<file path="config.mk">
export PLATFORM = sky130hd
export DESIGN_NAME = sss_ctrl
export DESIGN_NICKNAME = d
export VERILOG_FILES = /design/src/design/assert_macros.svh /design/src/design/sss_pkg.sv /design/src/design/sss_ctrl.sv
export SDC_FILE = /design/constraint.sdc
export NUM_CORES = 1
export LEC_CHECK = 0
export BUFFER_PORTS_ARGS = -buffer_cell sky130_fd_sc_hd__buf_2
export CELL_PAD_IN_SITES_DETAIL_PLACEMENT = 1
export CELL_PAD_IN_SITES_GLOBAL_PLACEMENT = 2
export CORE_AREA = 2 2 39 41
export CTS_CLUSTER_DIAMETER = 30
export DETAILED_ROUTE_END_ITERATION = 16
export DIE_AREA = 0 0 41 43
export PLACE_DENSITY_LB_ADDON = 0.1
export SLEW_MARGIN = 10
export SYNTH_ARGS = -nofsm -noshare
export SYNTH_HDL_FRONTEND = slang
export SYNTH_SLANG_ARGS = --single-unit
export TNS_END_PERCENT = 50
</file>
<file path="constraint.sdc">
create_clock -name clk -period 2.03 [get_ports clk]
set_clock_uncertainty 0.1 [all_clocks]
set_input_delay 0.406 -clock clk [delete_from_list [all_inputs] [get_ports clk]]
set_output_delay 0.406 -clock clk [all_outputs]
set_load 0.01 [all_outputs]
</file>
<file path="src/design/assert_macros.svh">
// ----------------------------------------------------------------------------
// assert_macros.svh
// Concurrent assertion helpers shared by the RTL. Empty under synthesis.
// ----------------------------------------------------------------------------
`ifndef ASSERT_MACROS_SVH
`define ASSERT_MACROS_SVH

`ifndef SYNTHESIS

// Check that a condition implies another in the same cycle
`define ASSERT_SAME(label, clk, rst_n, cond, prop) \
	label: assert property (@(posedge clk) disable iff (!rst_n) (cond) |-> (prop)) \
		else $error("same-cycle assertion failed");

// Check that a condition implies another in the next cycle
`define ASSERT_NEXT(label, clk, rst_n, cond, prop) \
	label: assert property (@(posedge clk) disable iff (!rst_n) (cond) |=> (prop)) \
		else $error("next-cycle assertion failed");

`else

`define ASSERT_SAME(label, clk, rst_n, cond, prop)
`define ASSERT_NEXT(label, clk, rst_n, cond, prop)

`endif

`endif

</file>
<file path="src/design/sss_pkg.sv">
// ----------------------------------------------------------------------------
// sss_pkg
// Types and fixed field widths of the sparse set swap-remove unit.
// ----------------------------------------------------------------------------
package sss_pkg;

	// Field widths of the command and response channels
	localparam int FLD_ID_W   = 10;
	localparam int FLD_SLOT_W = 10;
	localparam int FLD_CNT_W  = 11;
	localparam int WORD_W     = 32;
	localparam int PAY_W      = 4 * WORD_W;

	// Command actions
	localparam logic ACT_ADD    = 1'b0;
	localparam logic ACT_REMOVE = 1'b1;

	// Response status codes
	typedef enum logic [1:0] {
		ST_DONE    = 2'd0,
		ST_PRESENT = 2'd1,
		ST_ABSENT  = 2'd2,
		ST_FULL    = 2'd3
	} status_t;

	// Commands from the controller to the datapath
	typedef struct packed {
		logic clear_step;
		logic ready;
		logic commit;
		logic move;
	} ctrl_t;

	// Status from the datapath to the controller
	typedef struct packed {
		logic in_valid;
		logic clear_last;
		logic out_free;
		logic need_move;
	} stat_t;

endpackage

</file>
<file path="src/design/sss_ctrl.sv">
// ----------------------------------------------------------------------------
// sss_ctrl
// Controller: sequences the sparse map clear, command lookup, commit and the
// second sparse map write of a swap-remove.
// ----------------------------------------------------------------------------
module sss_ctrl (
	input  logic           clk,
	input  logic           arst_n,
	input  sss_pkg::stat_t stat,
	output sss_pkg::ctrl_t ctrl
);
	import sss_pkg::*;

	typedef enum logic [1:0] {
		S_CLEAR,
		S_IDLE,
		S_LOOKUP,
		S_MOVE
	} state_t;

	state_t state_q;

	// Advance state
	always_ff @(posedge clk or negedge arst_n) begin
		if (!arst_n) begin
			state_q <= S_CLEAR;
		end else begin
			case (state_q)
				S_CLEAR: begin
					if (stat.clear_last) state_q <= S_IDLE;
				end
				S_IDLE: begin
					if (stat.in_valid) state_q <= S_LOOKUP;
				end
				S_LOOKUP: begin
					if (stat.out_free) state_q <= stat.need_move ? S_MOVE : S_IDLE;
				end
				S_MOVE: begin
					state_q <= S_IDLE;
				end
				default: begin
					state_q <= S_CLEAR;
				end
			endcase
		end
	end

	// Decode datapath commands
	always_comb begin
		ctrl = '0;
		case (state_q)
			S_CLEAR:  ctrl.clear_step = 1'b1;
			S_IDLE:   ctrl.ready      = 1'b1;
			S_LOOKUP: ctrl.commit     = stat.out_free;
			S_MOVE:   ctrl.move       = 1'b1;
			default:  ctrl            = '0;
		endcase
	end

endmodule

</file>
==> out/qor.yml <==
status: "complete, no violations"
num_rows: 14
dieWidth_microns: 41
max_cap_violations: 0
finalSetupTns_ns: 0
cts.sinks: 2
antenna_cells_inserted: 0
clock_path_buffers: 2
slew_headroom_pct: 67.3
cts_root_buf: "clkbuf_4"
critPathMaxFanout: 3
setup_viol: 0
largest_reg_flops: 2
fin_ws_ns: 0.324
start_util_pct: 12.0
p_per_area_nw_per_um2: 1340
report.final.slew_viol_count: 0
period_minus_slack_ns: 1.71
syn_area_per_cell_sq_um: 9.79
htree_levels: 1
reg_top3: "state_q x2"
required_ns: 1.52
hold_viol_final: 0
clock_latency_ns: 0.22
cts_tree: "yes"
period_share_pct: 84.1
most-common-layout-cells: "buf_2, inv_1, ha_1"
core_area_sq_um: 1380
layout_commonest_cell: "buf_2"
synthTopCellsByArea: "dfrtp_1, ha_1, mux2i_1"
fin_nets: 42
numPortBuffers: 9
synth_seq_cells: 2
leakage_uw: 0.000165
rsz0062_at_grt: "false"
first_pass_iters: 4
yosysWarningCount: 0
antenna_found_initial: 0
synth_cell_types: 8
crit_path_start_kind: "flip-flop"
max_freq_mhz: 586
grt_max_degree: 5
ir_drop_v: 0.000336
syn_nets: 27
post_cts_buffers: 0
ctsResizeCount: 0
grt_pass1_wl_microns: 710
hpwlAfterDp_microns: 335
fp.dieArea_sq_um: 1760
yosysTopAreaCellShare_pct: 30.1
cp.arrival_ns: 1.20
syn_inst: 17
drt_iter0_drc: 3
area_delta_synth_final_pct: 58.6
die-height_microns: 43
overflow: 0
whs_ns: 0.397
min_path_type: "primary input to asynchronous set/reset pin"
final_layout_size_suffix_gt1_share_pct: 40.0
synth_top_area_cell: "dfrtp_1"
wl_per_cell_microns: 8.96
ios: 10
synth_seq_area_share_pct: 30.1
vias: 164
final_antenna_net_count: 0
gp_congestion: 0.615
cts_buffers: 3
crit_path_end_kind: "output pin"
dp_slack_ns: 0.362
grtUsageTotal_pct: 6.22
crit_type: "flip-flop to output pin"
drc: 0
syn_area_sq_um: 166
regMostFlops: "state_q"
path_clk_slew_ns: 0.03
worstMarginPinSlew_ns: 0.491
routed_wl_microns: 412
post_drt_via_cell_ratio: 3.57
grt_pass1_vias: 175
what timing repair did:
| item | 4_1_cts | 5_1_grt |
|---|---|---|
| setup endpoints to repair | 0 | 0 |
| hold buffers | 1 | 0 |
| endpoints found under the hold margin | 2 | 0 |
metal layers:
layer	track usage [%]	share of wire, %	vias up
met5	0	0	-
met4	6.00	0	0
met3	0	5.8	0
met2	9.38	56	6
met1	7.37	38	78
li1	-	-	80
through the flow:
stage | total power (uW) | instances | cell area [sq um] | util (%)
after floorplan | 208 | 17 | 166 | -
after global placement | 276 | 42 | 231 | 16.7
after detailed placement | 273 | 42 | 231 | 16.7
after CTS | 371 | 46 | 264 | 19.1
after global routing | 406 | 46 | 264 | 19.1
final | 353 | 46 | 264 | 19.1
final timing paths:
| kind | start | end | slack, ns | depth (start not counted) |
|---|---|---|---|---|
| setup / recovery | state_q[0] | ctrl[1] | 0.32 | 4 |
| hold / removal | arst_n | state_q[0] | 0.40 | 2 |
| setup reg to reg | state_q[1] | state_q[1] | 0.41 | 4 |
| hold reg to reg | state_q[0] | state_q[0] | 0.53 | 2 |
| max in group asynchronous | arst_n | state_q[1] | 1.34 | 2 |
| min in group clk | stat[0] | state_q[1] | 0.50 | 4 |
cells in the mapped netlist, drive strengths merged:
cell and instances:
inv 5, ha 4, dfrtp 2, mux2i 2, a21o 1, a222oi 1
and2 1, nand2 1
area by class of cell:
type	count	area (sq um)
Inverter	5	18.8
Timing Repair Buffer	10	55.1
Fill cell	166	1120
Multi-Input combinational cell	10	97.6
Sequential cell	2	50.0
Tap cell	16	20.0
Clock buffer	3	22.5
critical path: stages, from the launching register on:
cell	delay (ns)
dfrtp_1	0.37
inv_1	0.09
ha_1	0.23
and2_1	0.16
buf_2	0.13
power by group:
| group | leakage (uW) | switching (uW) | internal (uW) | total, uW |
|---|---|---|---|---|
| clock | 0.0000138 | 22.9 | 65.3 | 88.2 |
| sequential | 0.0000242 | 16.1 | 59.8 | 75.9 |
| combinational | 0.000128 | 101 | 88.5 | 189 |
kinds of logic (layout without fill, tap and decap cells):
family / count (synthesis) / count (layout) / synth area share [%]
buffers and inverters: 5 / 18 / 11.3
adders and majority gates: 4 / 4 / 30.1
AOI/OAI and AO/OA: 2 / 2 / 10.5
muxes: 2 / 2 / 12.0
DFF: 2 / 2 / 30.1
and+or+nand+nor: 2 / 2 / 6.02
Note: power is estimated with default switching activity, not from simulation.
